<file path="config.mk">
export PLATFORM = sky130hd
export DESIGN_NAME = escape_decoding_rx_fifo_flat
export DESIGN_NICKNAME = d
export VERILOG_FILES = /design/src/rtl/edrf_pkg.sv /design/src/rtl/edrf_if.sv /design/src/rtl/edrf_ram.sv /design/src/rtl/escape_decoding_rx_fifo.sv /design/src/flat_wrapper.sv
export SDC_FILE = /design/constraint.sdc
export NUM_CORES = 2
export LEC_CHECK = 0
export CORE_UTILIZATION = 30
export CTS_CLUSTER_SIZE = 16
export DETAILED_ROUTE_END_ITERATION = 6
export DONT_BUFFER_PORTS = 1
export MAX_ROUTING_LAYER = met4
export SLEW_MARGIN = 20
export SYNTH_ARGS = -nofsm -noshare
export SYNTH_HDL_FRONTEND = slang
export SYNTH_SLANG_ARGS = --single-unit
</file>
<file path="constraint.sdc">
create_clock -name clk_i -period 13.4 [get_ports clk_i]
set_input_delay 1.34 -clock clk_i [delete_from_list [all_inputs] [get_ports clk_i]]
set_output_delay 1.34 -clock clk_i [all_outputs]
set_load 0.02 [all_outputs]
</file>
<file path="src/rtl/edrf_pkg.sv">
// shared constants and helpers for the escape decoding receive fifo
`timescale 1ns / 1ps
`default_nettype none
package edrf_pkg;

  // ring geometry
  localparam int unsigned RING_DEPTH = 256;
  localparam int unsigned PTR_W      = (RING_DEPTH > 1) ? $clog2(RING_DEPTH) : 1;
  localparam int unsigned FILL_W     = PTR_W + 1;
  localparam int unsigned SAT_W      = (FILL_W > 8) ? FILL_W : 8;

  // byte and configuration widths
  localparam int unsigned BYTE_W    = 8;
  localparam int unsigned CFG_IDX_W = 1;
  localparam int unsigned CFG_DAT_W = 8;

  // configuration register indexes
  localparam logic [CFG_IDX_W-1:0] CFG_ESCAPE_VALUE  = 1'd0;
  localparam logic [CFG_IDX_W-1:0] CFG_UNESCAPE_MASK = 1'd1;

  // configuration reset values
  localparam logic [BYTE_W-1:0] ESCAPE_VALUE_RST  = 8'd125;
  localparam logic [BYTE_W-1:0] UNESCAPE_MASK_RST = 8'd32;

  // item kinds
  localparam logic FUNC_LINE = 1'b0;
  localparam logic FUNC_READ = 1'b1;

  typedef logic [PTR_W-1:0] ptr_t;

  // advance a ring pointer with wrap at the ring depth
  function automatic ptr_t ptr_next(input ptr_t p);
    ptr_t r;
    if (p == PTR_W'(RING_DEPTH - 1)) begin
      r = '0;
    end else begin
      r = p + PTR_W'(1);
    end
    return r;
  endfunction

  // bytes held between read and write pointers, saturated to eight bits
  function automatic logic [7:0] ring_fill(input ptr_t wp, input ptr_t rp);
    logic [FILL_W-1:0] f;
    logic [SAT_W-1:0]  ext;
    if (wp >= rp) begin
      f = FILL_W'(wp) - FILL_W'(rp);
    end else begin
      f = FILL_W'(RING_DEPTH) - (FILL_W'(rp) - FILL_W'(wp));
    end
    ext = SAT_W'(f);
    return (ext > SAT_W'(255)) ? 8'hFF : ext[7:0];
  endfunction

endpackage
`default_nettype wire

</file>
<file path="src/rtl/edrf_if.sv">
// valid/ready channel interfaces for items and results
`timescale 1ns / 1ps
`default_nettype none
interface edrf_in_if;
  logic       valid;
  logic       ready;
  logic       func;
  logic [7:0] line_byte;

  modport source (output valid, output func, output line_byte, input ready);
  modport sink   (input valid, input func, input line_byte, output ready);
endinterface

interface edrf_out_if;
  logic       valid;
  logic       ready;
  logic [7:0] read_data;
  logic       read_valid;
  logic [7:0] fill_count;
  logic       oldest_dropped;
  logic       byte_stored;

  modport source (output valid, output read_data, output read_valid, output fill_count,
                  output oldest_dropped, output byte_stored, input ready);
  modport sink   (input valid, input read_data, input read_valid, input fill_count,
                  input oldest_dropped, input byte_stored, output ready);
endinterface
`default_nettype wire

</file>
<file path="src/rtl/edrf_ram.sv">
// simple dual port ram with registered read data
`timescale 1ns / 1ps
`default_nettype none
module edrf_ram #(
  parameter int unsigned DEPTH  = 256,
  parameter int unsigned WIDTH  = 8,
  parameter int unsigned ADDR_W = (DEPTH > 1) ? $clog2(DEPTH) : 1
) (
  input  wire logic              clk_i,
  input  wire logic              we_i,
  input  wire logic [ADDR_W-1:0] waddr_i,
  input  wire logic [WIDTH-1:0]  wdata_i,
  input  wire logic              re_i,
  input  wire logic [ADDR_W-1:0] raddr_i,
  output logic      [WIDTH-1:0]  rdata_o
);

  logic [WIDTH-1:0] mem_q [DEPTH];

  // write port
  always_ff @(posedge clk_i) begin
    if (we_i) begin
      mem_q[waddr_i] <= wdata_i;
    end
  end

  // read port, registered read data
  always_ff @(posedge clk_i) begin
    if (re_i) begin
      rdata_o <= mem_q[raddr_i];
    end
  end

endmodule
`default_nettype wire

</file>
<file path="src/rtl/escape_decoding_rx_fifo.sv">
// Result: the result of an item is registered and presented the cycle after its transfer.
// Throughput: one item per cycle while out_o.ready stays high, set by the single write and
//   single read port of the ring memory, each used at most once per item.
// Reset: pointers, escape flag and output valid clear at once; escape value 125 and
//   mask 32 restore; ring contents stay undefined and are never read before written.
`timescale 1ns / 1ps
`default_nettype none
module escape_decoding_rx_fifo (
  input  wire logic                            clk_i,
  input  wire logic                            rst_ni,
  input  wire logic                            cfg_we_i,
  input  wire logic [edrf_pkg::CFG_IDX_W-1:0]  cfg_idx_i,
  input  wire logic [edrf_pkg::CFG_DAT_W-1:0]  cfg_data_i,
  edrf_in_if.sink                              in_i,
  edrf_out_if.source                           out_o
);
  import edrf_pkg::*;

  logic [BYTE_W-1:0] esc_val_q, esc_mask_q;
  ptr_t              wr_ptr_q, wr_ptr_d;
  ptr_t              rd_ptr_q, rd_ptr_d;
  logic              esc_pend_q, esc_pend_d;
  logic              out_valid_q;
  logic              rvalid_q, rvalid_d;
  logic [7:0]        fill_q, fill_d;
  logic              dropped_q, dropped_d;
  logic              stored_q, stored_d;
  logic              in_xfer;
  logic              ring_empty;
  logic              mem_we, mem_re;
  logic [BYTE_W-1:0] wr_byte;
  logic [BYTE_W-1:0] mem_rdata;

  // configuration registers
  always_ff @(posedge clk_i or negedge rst_ni) begin
    if (!rst_ni) begin
      esc_val_q  <= ESCAPE_VALUE_RST;
      esc_mask_q <= UNESCAPE_MASK_RST;
    end else if (cfg_we_i) begin
      unique case (cfg_idx_i)
        CFG_ESCAPE_VALUE:  esc_val_q  <= cfg_data_i;
        CFG_UNESCAPE_MASK: esc_mask_q <= cfg_data_i;
        default: ;
      endcase
    end
  end

  // input handshake: take an item whenever the result slot frees up
  assign in_i.ready = !out_valid_q || out_o.ready;
  assign in_xfer    = in_i.valid && in_i.ready;
  assign ring_empty = (wr_ptr_q == rd_ptr_q);

  // unstuffing, pointer update and result flags
  always_comb begin
    wr_ptr_d   = wr_ptr_q;
    rd_ptr_d   = rd_ptr_q;
    esc_pend_d = esc_pend_q;
    rvalid_d   = 1'b0;
    dropped_d  = 1'b0;
    stored_d   = 1'b0;
    mem_we     = 1'b0;
    mem_re     = 1'b0;
    wr_byte    = in_i.line_byte;
    if (in_xfer) begin
      if (in_i.func == FUNC_READ) begin
        if (!ring_empty) begin
          mem_re   = 1'b1;
          rvalid_d = 1'b1;
          rd_ptr_d = ptr_next(rd_ptr_q);
        end
      end else begin
        if (esc_pend_q) begin
          wr_byte    = in_i.line_byte ^ esc_mask_q;
          esc_pend_d = 1'b0;
          mem_we     = 1'b1;
        end else if (in_i.line_byte == esc_val_q) begin
          esc_pend_d = 1'b1;
        end else begin
          mem_we = 1'b1;
        end
        if (mem_we) begin
          stored_d = 1'b1;
          wr_ptr_d = ptr_next(wr_ptr_q);
          if (ptr_next(wr_ptr_q) == rd_ptr_q) begin
            rd_ptr_d  = ptr_next(rd_ptr_q);
            dropped_d = 1'b1;
          end
        end
      end
    end
    fill_d = ring_fill(wr_ptr_d, rd_ptr_d);
  end

  // ring memory
  edrf_ram #(
    .DEPTH (RING_DEPTH),
    .WIDTH (BYTE_W),
    .ADDR_W(PTR_W)
  ) u_ram (
    .clk_i  (clk_i),
    .we_i   (mem_we),
    .waddr_i(wr_ptr_q),
    .wdata_i(wr_byte),
    .re_i   (mem_re),
    .raddr_i(rd_ptr_q),
    .rdata_o(mem_rdata)
  );

  // ring control state
  always_ff @(posedge clk_i or negedge rst_ni) begin
    if (!rst_ni) begin
      wr_ptr_q   <= '0;
      rd_ptr_q   <= '0;
      esc_pend_q <= 1'b0;
    end else begin
      wr_ptr_q   <= wr_ptr_d;
      rd_ptr_q   <= rd_ptr_d;
      esc_pend_q <= esc_pend_d;
    end
  end

  // result slot valid
  always_ff @(posedge clk_i or negedge rst_ni) begin
    if (!rst_ni) begin
      out_valid_q <= 1'b0;
    end else if (in_i.ready) begin
      out_valid_q <= in_xfer;
    end
  end

  // result payload, read data comes straight from the memory output register
  always_ff @(posedge clk_i) begin
    if (in_xfer) begin
      rvalid_q  <= rvalid_d;
      fill_q    <= fill_d;
      dropped_q <= dropped_d;
      stored_q  <= stored_d;
    end
  end

  assign out_o.valid          = out_valid_q;
  assign out_o.read_data      = rvalid_q ? mem_rdata : '0;
  assign out_o.read_valid     = rvalid_q;
  assign out_o.fill_count     = fill_q;
  assign out_o.oldest_dropped = dropped_q;
  assign out_o.byte_stored    = stored_q;

  // checks
  a_drop_needs_store: assert property (@(posedge clk_i) disable iff (!rst_ni)
    out_o.valid && out_o.oldest_dropped |-> out_o.byte_stored && !out_o.read_valid)
    else $error("drop reported without a store");

  a_store_not_empty: assert property (@(posedge clk_i) disable iff (!rst_ni)
    mem_we |=> wr_ptr_q != rd_ptr_q)
    else $error("ring empty after a store");

  a_pop_advances: assert property (@(posedge clk_i) disable iff (!rst_ni)
    mem_re |=> rd_ptr_q != $past(rd_ptr_q) && wr_ptr_q == $past(wr_ptr_q))
    else $error("pop did not move only the read pointer");

  a_swallow_sets_flag: assert property (@(posedge clk_i) disable iff (!rst_ni)
    in_xfer && in_i.func == FUNC_LINE && !mem_we |=> esc_pend_q && !stored_q)
    else $error("swallowed escape byte not tracked");

endmodule
`default_nettype wire
</file>
<file path="src/flat_wrapper.sv">
// flat-port wrapper written by rule: the top's interface ports become plain ports
module escape_decoding_rx_fifo_flat import edrf_pkg::*;
  (clk_i, rst_ni, cfg_we_i, cfg_idx_i, cfg_data_i, in_i_valid, in_i_func, in_i_line_byte, in_i_ready, out_o_valid, out_o_read_data, out_o_read_valid, out_o_fill_count, out_o_oldest_dropped, out_o_byte_stored, out_o_ready);
  edrf_in_if in_i_i ();
  edrf_out_if out_o_i ();
  input  wire logic clk_i;
  input  wire logic rst_ni;
  input  wire logic cfg_we_i;
  input  wire logic [edrf_pkg::CFG_IDX_W-1:0] cfg_idx_i;
  input  wire logic [edrf_pkg::CFG_DAT_W-1:0] cfg_data_i;
  input wire logic [$bits(in_i_i.valid)-1:0] in_i_valid;
  input wire logic [$bits(in_i_i.func)-1:0] in_i_func;
  input wire logic [$bits(in_i_i.line_byte)-1:0] in_i_line_byte;
  output wire logic [$bits(in_i_i.ready)-1:0] in_i_ready;
  output wire logic [$bits(out_o_i.valid)-1:0] out_o_valid;
  output wire logic [$bits(out_o_i.read_data)-1:0] out_o_read_data;
  output wire logic [$bits(out_o_i.read_valid)-1:0] out_o_read_valid;
  output wire logic [$bits(out_o_i.fill_count)-1:0] out_o_fill_count;
  output wire logic [$bits(out_o_i.oldest_dropped)-1:0] out_o_oldest_dropped;
  output wire logic [$bits(out_o_i.byte_stored)-1:0] out_o_byte_stored;
  input wire logic [$bits(out_o_i.ready)-1:0] out_o_ready;
  assign in_i_i.valid = in_i_valid;
  assign in_i_i.func = in_i_func;
  assign in_i_i.line_byte = in_i_line_byte;
  assign in_i_ready = in_i_i.ready;
  assign out_o_valid = out_o_i.valid;
  assign out_o_read_data = out_o_i.read_data;
  assign out_o_read_valid = out_o_i.read_valid;
  assign out_o_fill_count = out_o_i.fill_count;
  assign out_o_oldest_dropped = out_o_i.oldest_dropped;
  assign out_o_byte_stored = out_o_i.byte_stored;
  assign out_o_i.ready = out_o_ready;
  escape_decoding_rx_fifo u_core (.clk_i(clk_i), .rst_ni(rst_ni), .cfg_we_i(cfg_we_i), .cfg_idx_i(cfg_idx_i), .cfg_data_i(cfg_data_i), .in_i(in_i_i), .out_o(out_o_i));
endmodule
</file>
* Word-level counts from Yosys, hierarchy flattened
Memories as Yosys holds them, arrays and structs flattened. A register that Yosys moved wholly into a read port is not among the register bits.
Index checks and enable logic that the tools add are counted.
** Word-level totals
- Memories kept :: 1
- Output and inout bits :: 21
- Memory bits (writable) :: 2048
- Register bits :: 45
** Operators by class
- $lt $le $gt $ge :: 2
- Add/subtract/negate cells :: 5
- Reductions and logical operators :: 7
- Eq/ne operators :: 5
- Muxes and demuxes :: 33
- Bitwise operators :: 4
** Memories
- u_core.u_ram.mem_q :: words 256, bits a word 8, rd ports 1, clocked after memory_dff 1, wr ports 1, RTL line edrf_ram.sv:18 : logic [WIDTH-1:0] mem_q [DEPTH];
** Operators with widths (count)
- $mux W8 :: 17
- $eq A8 B8 Y1 :: 3
- $sub A8 B8 Y9 :: 2
- $add A8 B1 Y8 const B :: 2
- $eq A8 B8 Y1 const B :: 2
- $mux W1 :: 15
- $gt A9 B8 Y1 const B :: 1
- $mux W9 :: 1
- $sub A9 B9 Y9 const A :: 1
- $ge A8 B8 Y1 :: 1
- $xor A8 B8 Y8 :: 1
- $reduce_and A2 Y1 :: 3
- $not A1 Y1 :: 3
- $reduce_or A2 Y1 :: 1
- $logic_and A1 B1 Y1 :: 1
- $logic_not A1 Y1 :: 1
- $logic_or A1 B1 Y1 :: 1

* Longest topological paths before layout
- Depth in word-level cells :: 17
- Mapped depth :: 21
- Mapped depth without buffers :: 19

* By module
A second synthesis with hierarchy kept.
** Unflattened totals
- Cell total of the unflattened synthesis :: 4044
- Area total of the unflattened synthesis :: 82641.8 µm²
** By module, submodules not included
- edrf_ram :: area an instance 79636.4 µm², sequential area each 61739.2 µm², times used 1, cells an instance 3733
- escape_decoding_rx_fifo :: area an instance 3005.4 µm², sequential area each 1189.9 µm², times used 1, cells an instance 311

* Worst setup path after synthesis
Ideal clock, no wire load.
- Path kind :: input to register
- From :: input out_o_ready
- To :: memory u_core.u_ram.mem_q[0][0], data pin
- Library setup time :: 1658 ps
- Cell stages on the path :: 7
- Arrival time :: 9635 ps
- Data required time :: 11742 ps
- Path buffers :: 1
- Path slack :: 2108 ps
- Cells stage by stage :: nand2b_1 -> nand2_1 -> nor2_1 -> and2_1 -> clkbuf_1 -> nand2_1 -> xnor2_1
** Between the ends
- Cells in the longest elaborated chain, start to end :: 3
** Ends and longest elaborated chain
- start, declared :: RTL line flat_wrapper.sv:21 : input wire logic [$bits(out_o_i.ready)-1:0] out_o_ready;
- $logic_or A1 B1 Y1 :: RTL line escape_decoding_rx_fifo.sv:49 : assign in_i.ready = !out_valid_q || out_o.ready;
- $logic_and A1 B1 Y1 :: RTL line escape_decoding_rx_fifo.sv:50 : assign in_xfer = in_i.valid && in_i.ready;
- $mux W8 :: RTL line escape_decoding_rx_fifo.sv:64 : if (in_xfer) begin
- net u_core.u_ram.wdata_i[0] :: RTL line edrf_ram.sv:12 : input wire logic [WIDTH-1:0] wdata_i,
- end, declared :: RTL line edrf_ram.sv:18
The timed path passes the listed nets, and every way through them passes these cells.

* Worst setup path in the final report
- From :: register u_core.wr_ptr_q[0]
- To :: register u_core.fill_q[5] (netlist: u_core.out_o.fill_count[5]), data pin
** Between the ends
- Cells in the longest elaborated chain, start to end :: 14
- Elaborated cells between the ends (all ways) :: 22
- Classes of those cells :: add/sub (4); order compare (2); eq/ne (3); mux (13)
** Ends and longest elaborated chain
- start, declared :: RTL line escape_decoding_rx_fifo.sv:20 : ptr_t wr_ptr_q, wr_ptr_d;
- start signal, assigned :: RTL line escape_decoding_rx_fifo.sv:116 : wr_ptr_q <= wr_ptr_d;
- $add A8 B1 Y8 or $eq A8 B8 Y1 (tied branches) :: RTL line edrf_pkg.sv:37, edrf_pkg.sv:34
- $mux W8 :: RTL line edrf_pkg.sv:34 : if (p == PTR_W'(RING_DEPTH - 1)) begin
- $mux W8 :: RTL line escape_decoding_rx_fifo.sv:81 : if (mem_we) begin
- $mux W8 :: RTL line escape_decoding_rx_fifo.sv:65 : if (in_i.func == FUNC_READ) begin
- $mux W8 :: RTL line escape_decoding_rx_fifo.sv:64
- $eq A8 B8 Y1 :: RTL line escape_decoding_rx_fifo.sv:84 : if (ptr_next(wr_ptr_q) == rd_ptr_q) begin
- $mux W8 :: RTL line escape_decoding_rx_fifo.sv:84
- $mux W8 :: RTL line escape_decoding_rx_fifo.sv:81
- $mux W8 :: RTL line escape_decoding_rx_fifo.sv:65
- $mux W8 :: RTL line escape_decoding_rx_fifo.sv:64
- $sub A8 B8 Y9 :: RTL line edrf_pkg.sv:49 : f = FILL_W'(RING_DEPTH) - (FILL_W'(rp) - FILL_W'(wp));
- $sub A9 B9 Y9 :: RTL line edrf_pkg.sv:49
- $mux W9 * :: RTL line edrf_pkg.sv:46 : if (wp >= rp) begin
- $gt A9 B8 Y1 :: RTL line edrf_pkg.sv:52 : return (ext > SAT_W'(255)) ? 8'hFF : ext[7:0];
- end signal, assigned :: RTL line escape_decoding_rx_fifo.sv:135 : fill_q <= fill_d;
- end, declared :: RTL line escape_decoding_rx_fifo.sv:25 : logic [7:0] fill_q, fill_d;
Every way passes the cells marked *; elsewhere a longest branch is shown, timed or not. The select of a mux whose other input is x is not followed.
A chain may end at the register's enable or synchronous reset.

==> run summary <==
Clock Sink Count: 2101
Final number of setup-violating endpoints: 0
Crit share post-route: 0.446
Area grow syn2layout: 13.2%
TritonRoute pass-1 iters: 6
DP Worst Slack: 7.34 ns
RSZ-0062 raised after global routing: false
Post-synthesis sequential area ratio: 0.760
Clock Tree Buf Depth: 3
Peak supply drop: 148 uV
Critical Path Source Type: flip-flop
Global route overflow: 0
Mapped Cells: 4223
Max Transition Viols Final: 0
Vias in the first global route: 41700
Placer congestion estimate: 0.856
Setup CP Type: flip-flop to flip-flop
Initial antenna violation count: 13
Ys Warns: 0
Die Wd: 527 um
TNS Setup: 0 ns
CORE AREA: 274000 sq um
CP Capture Type: flip-flop
Least-Margin Pin Slew: 1.22 ns
Hold-fix buffers, CTS: 0
Area leader, netlist: edfxtp_1
First-pass GRT wire length: 309 mm
Power share of the clock group: 0.324
Die Y-Extent: 527 um
Post-DP HPWL: 128 mm
Arrival @ worst endpoint: 6.54 ns
Post-synth ARST share: 0.0162
Internal: 0.0122 W
Highest layer used for signal routing: met4
Port Buf Inserts: 0
Die ar.: 278000 sq um
Syn nets: 4260
Final #Nets: 4306
Worst slew margin: 0.186
CTS Buf Count: 211
WHS: 0.183 ns
Clk slew on worst S/H paths: 0.06 ns
H-tree depth: 4
DRT antenna net count: 0
Worst Skew: 0.0589 ns
Cell area power density: 188 nW/um^2
Drt via density: 5.15
Comb pwr share: 0.254
Row count: 192
Area contributors post-synth: edfxtp_1, mux4_2, mux2i_1
Flop and latch count out of synthesis: 2101
Met1 wire length: 89.7 mm
P_leak: 28.5 nW
Pin count of the biggest net entering global routing: 203
Clock Tree Root: clkbuf_16
GRT Total Usage: 0.158
Max Freq: 167 MHz
CP max FO: 17
Switching Fraction: 0.308
Initial core utilization: 0.302
Clk Latency, worst-skew pair: 0.87 ns
Required time of the critical path: 13.96 ns
Post-route DRC: 0
Worst setup margin: 7.42 ns
Initial DRC Count: 4589
Post_cts resized: 0
Post-synth EDFFs: 2067
CTS tree: built
I/O pin count: 44
Share of cells above drive strength 1: 0.186
Net Switching: 0.00543 W
Primary FF master, synth: edfxtp_1
Met2 wire len: 105 mm
Tmin final: 5.98 ns
Post-Syn Area: 82800 sq um
Avg Cell Area, Syn: 19.6 sq um
Netlist cell types: 75
Total number of vias: 42000
Final Hold Vio Count: 0
WL/cell: 26.5 um
Yosys top cell area share: 0.750
Total wire length: 216 mm
Metal3 WL: 15.7 mm
HP Class: input pin to async pin
Number of max-cap violations: 0
Outcome: finished clean
Post-CTS setup repair buffer count: 0
Sequential share of power: 0.422
-- registers in the layout, indices dropped and copies added, names as in the netlist, 8 cells and up --
name and flops:
u_core.u_ram.mem_q 2048, u_core.esc_mask_q 8, u_core.esc_val_q 8, u_core.out_o.fill_count 8
u_core.rd_ptr_q 8, u_core.u_ram.rdata_o 8, u_core.wr_ptr_q 8
-- layer usage --
metal	vias up	track usage
li1	17600	-
met4	0	0.0471
met5	-	-
met3	319	0.0276
met2	1717	0.249
met1	22400	0.208
-- Yosys cell counts (all sizes together) (3+ instances only) --
| library cell | number |
|---|---|
| clkbuf | 128 |
| nor3b | 4 |
| nand2 | 84 |
| o21a | 3 |
| o21ai | 49 |
| xor2 | 18 |
| nor2 | 334 |
| buf | 122 |
| o41ai | 3 |
| edfxtp | 2067 |
| a22oi | 26 |
| or3 | 6 |
| a221oi | 10 |
| dfstp | 7 |
| a211oi | 8 |
| inv | 14 |
| xnor2 | 22 |
| a21oi | 100 |
| and3 | 5 |
| mux2 | 28 |
| o31ai | 12 |
| o31a | 3 |
| and2 | 17 |
| dfrtp | 27 |
| ha | 13 |
| o221ai | 139 |
| o211ai | 6 |
| a31oi | 9 |
| nor4 | 13 |
| a22o | 4 |
| nand4 | 9 |
| mux2i | 330 |
| or2 | 4 |
| nor3 | 49 |
| nor2b | 11 |
| o22ai | 101 |
| nand2b | 8 |
| nor4b | 5 |
| nand3 | 29 |
| mux4 | 369 |
-- layout make-up --
type / instances / area [sq um]
Timing Repair Buffer: 83 / 727
Antenna cell: 23 / 57.6
Sequential cell: 2101 / 62900
Tap cell: 3686 / 4610
Clock buffer: 267 / 5620
Inverter: 16 / 62.6
Multi-Input combinational cell: 1856 / 18700
Clock inverter: 119 / 1010
Fill cell: 25600 / 180000
-- final timing paths --
check	depth (start not counted)	from	slack (ns)	to
worst max-delay path	15	u_core.wr_ptr_q[0]	7.42	u_core.out_o.fill_count[5]
worst min-delay path	0	rst_ni	0.18	u_core.rd_ptr_q[5]
worst max register to register	15	u_core.wr_ptr_q[0]	7.42	u_core.out_o.fill_count[5]
worst min register to register	1	u_core.esc_mask_q[6]	0.51	u_core.esc_mask_q[6]
max in group asynchronous	0	rst_ni	12.98	u_core.esc_val_q[0]
min in group clk_i	1	u_core.esc_mask_q[6]	0.51	u_core.esc_mask_q[6]
-- cell usage in the layout (no fill, tap or decap), drive strengths merged, types with 6 or more instances in the layout --
cell type  instances
ha                13
buf               83
clkbuf           267
mux4             369
diode             23
mux2i            330
nand2b             8
a22oi             26
xnor2             22
edfxtp          2067
o21ai             49
dfrtp             27
nor2             334
a221oi            10
or3                6
bufinv            15
nor4              13
a211oi             8
o221ai           139
nor2b             11
xor2              18
o31ai             12
nor3              49
a21oi            100
clkinv            98
dfstp              7
nand2             84
o22ai            101
nand4              9
o211ai             6
a31oi              9
mux2              28
and2              17
inv               18
nand3             29
-- power groups by stage --
stage                     clock network (W)  logic, W  registers, W
after floorplan                           0   0.00303       0.00751
after detailed placement                  0   0.00448       0.00759
after global routing                0.00603   0.00470       0.00745
final                               0.00571   0.00449       0.00744
after global placement                    0   0.00442       0.00759
after CTS                           0.00579   0.00449       0.00745
-- through the flow --
stage	area, sq um	std cells	power, W	utilization
detailed placement	87000	7742	0.0121	0.317
global placement	86900	7736	0.0120	0.317
global route	93700	8141	0.0182	0.342
floorplan	82800	4223	0.0105	-
finish	93700	8151	0.0176	0.342
CTS	93600	8128	0.0177	0.342
-- kinds of logic (layout without fill, tap and decap cells) --
logic type / Yosys count / count (layout) / synth area share
multiplexers: 727 / 727 / 0.144
other: 0 / 23 / 0
AND/OR/NAND/NOR: 584 / 584 / 0.0310
AO/OA/AOI/OAI: 491 / 491 / 0.0414
flip-flops: 2101 / 2101 / 0.760
XOR/XNOR: 40 / 40 / 0.00423
buffers and inverters: 266 / 485 / 0.0171
adder cells (fa/ha/maj): 14 / 14 / 0.00221
-- critical path: stages, from the launching register on --
cell and delay, ns:
dfrtp_1 0.54, ha_1 0.44, nand2_2 0.72, a311oi_1 0.55
o2111ai_1 0.25, o41ai_2 0.61, nand2_2 0.23, mux2i_1 0.32
ha_1 0.30, nor2b_1 0.13, o21ai_0 0.21, a21boi_0 0.20
o31a_1 0.31, o211a_1 0.23, o21ai_1 0.45, o211ai_1 0.17
(Power assumes the default switching activity.)
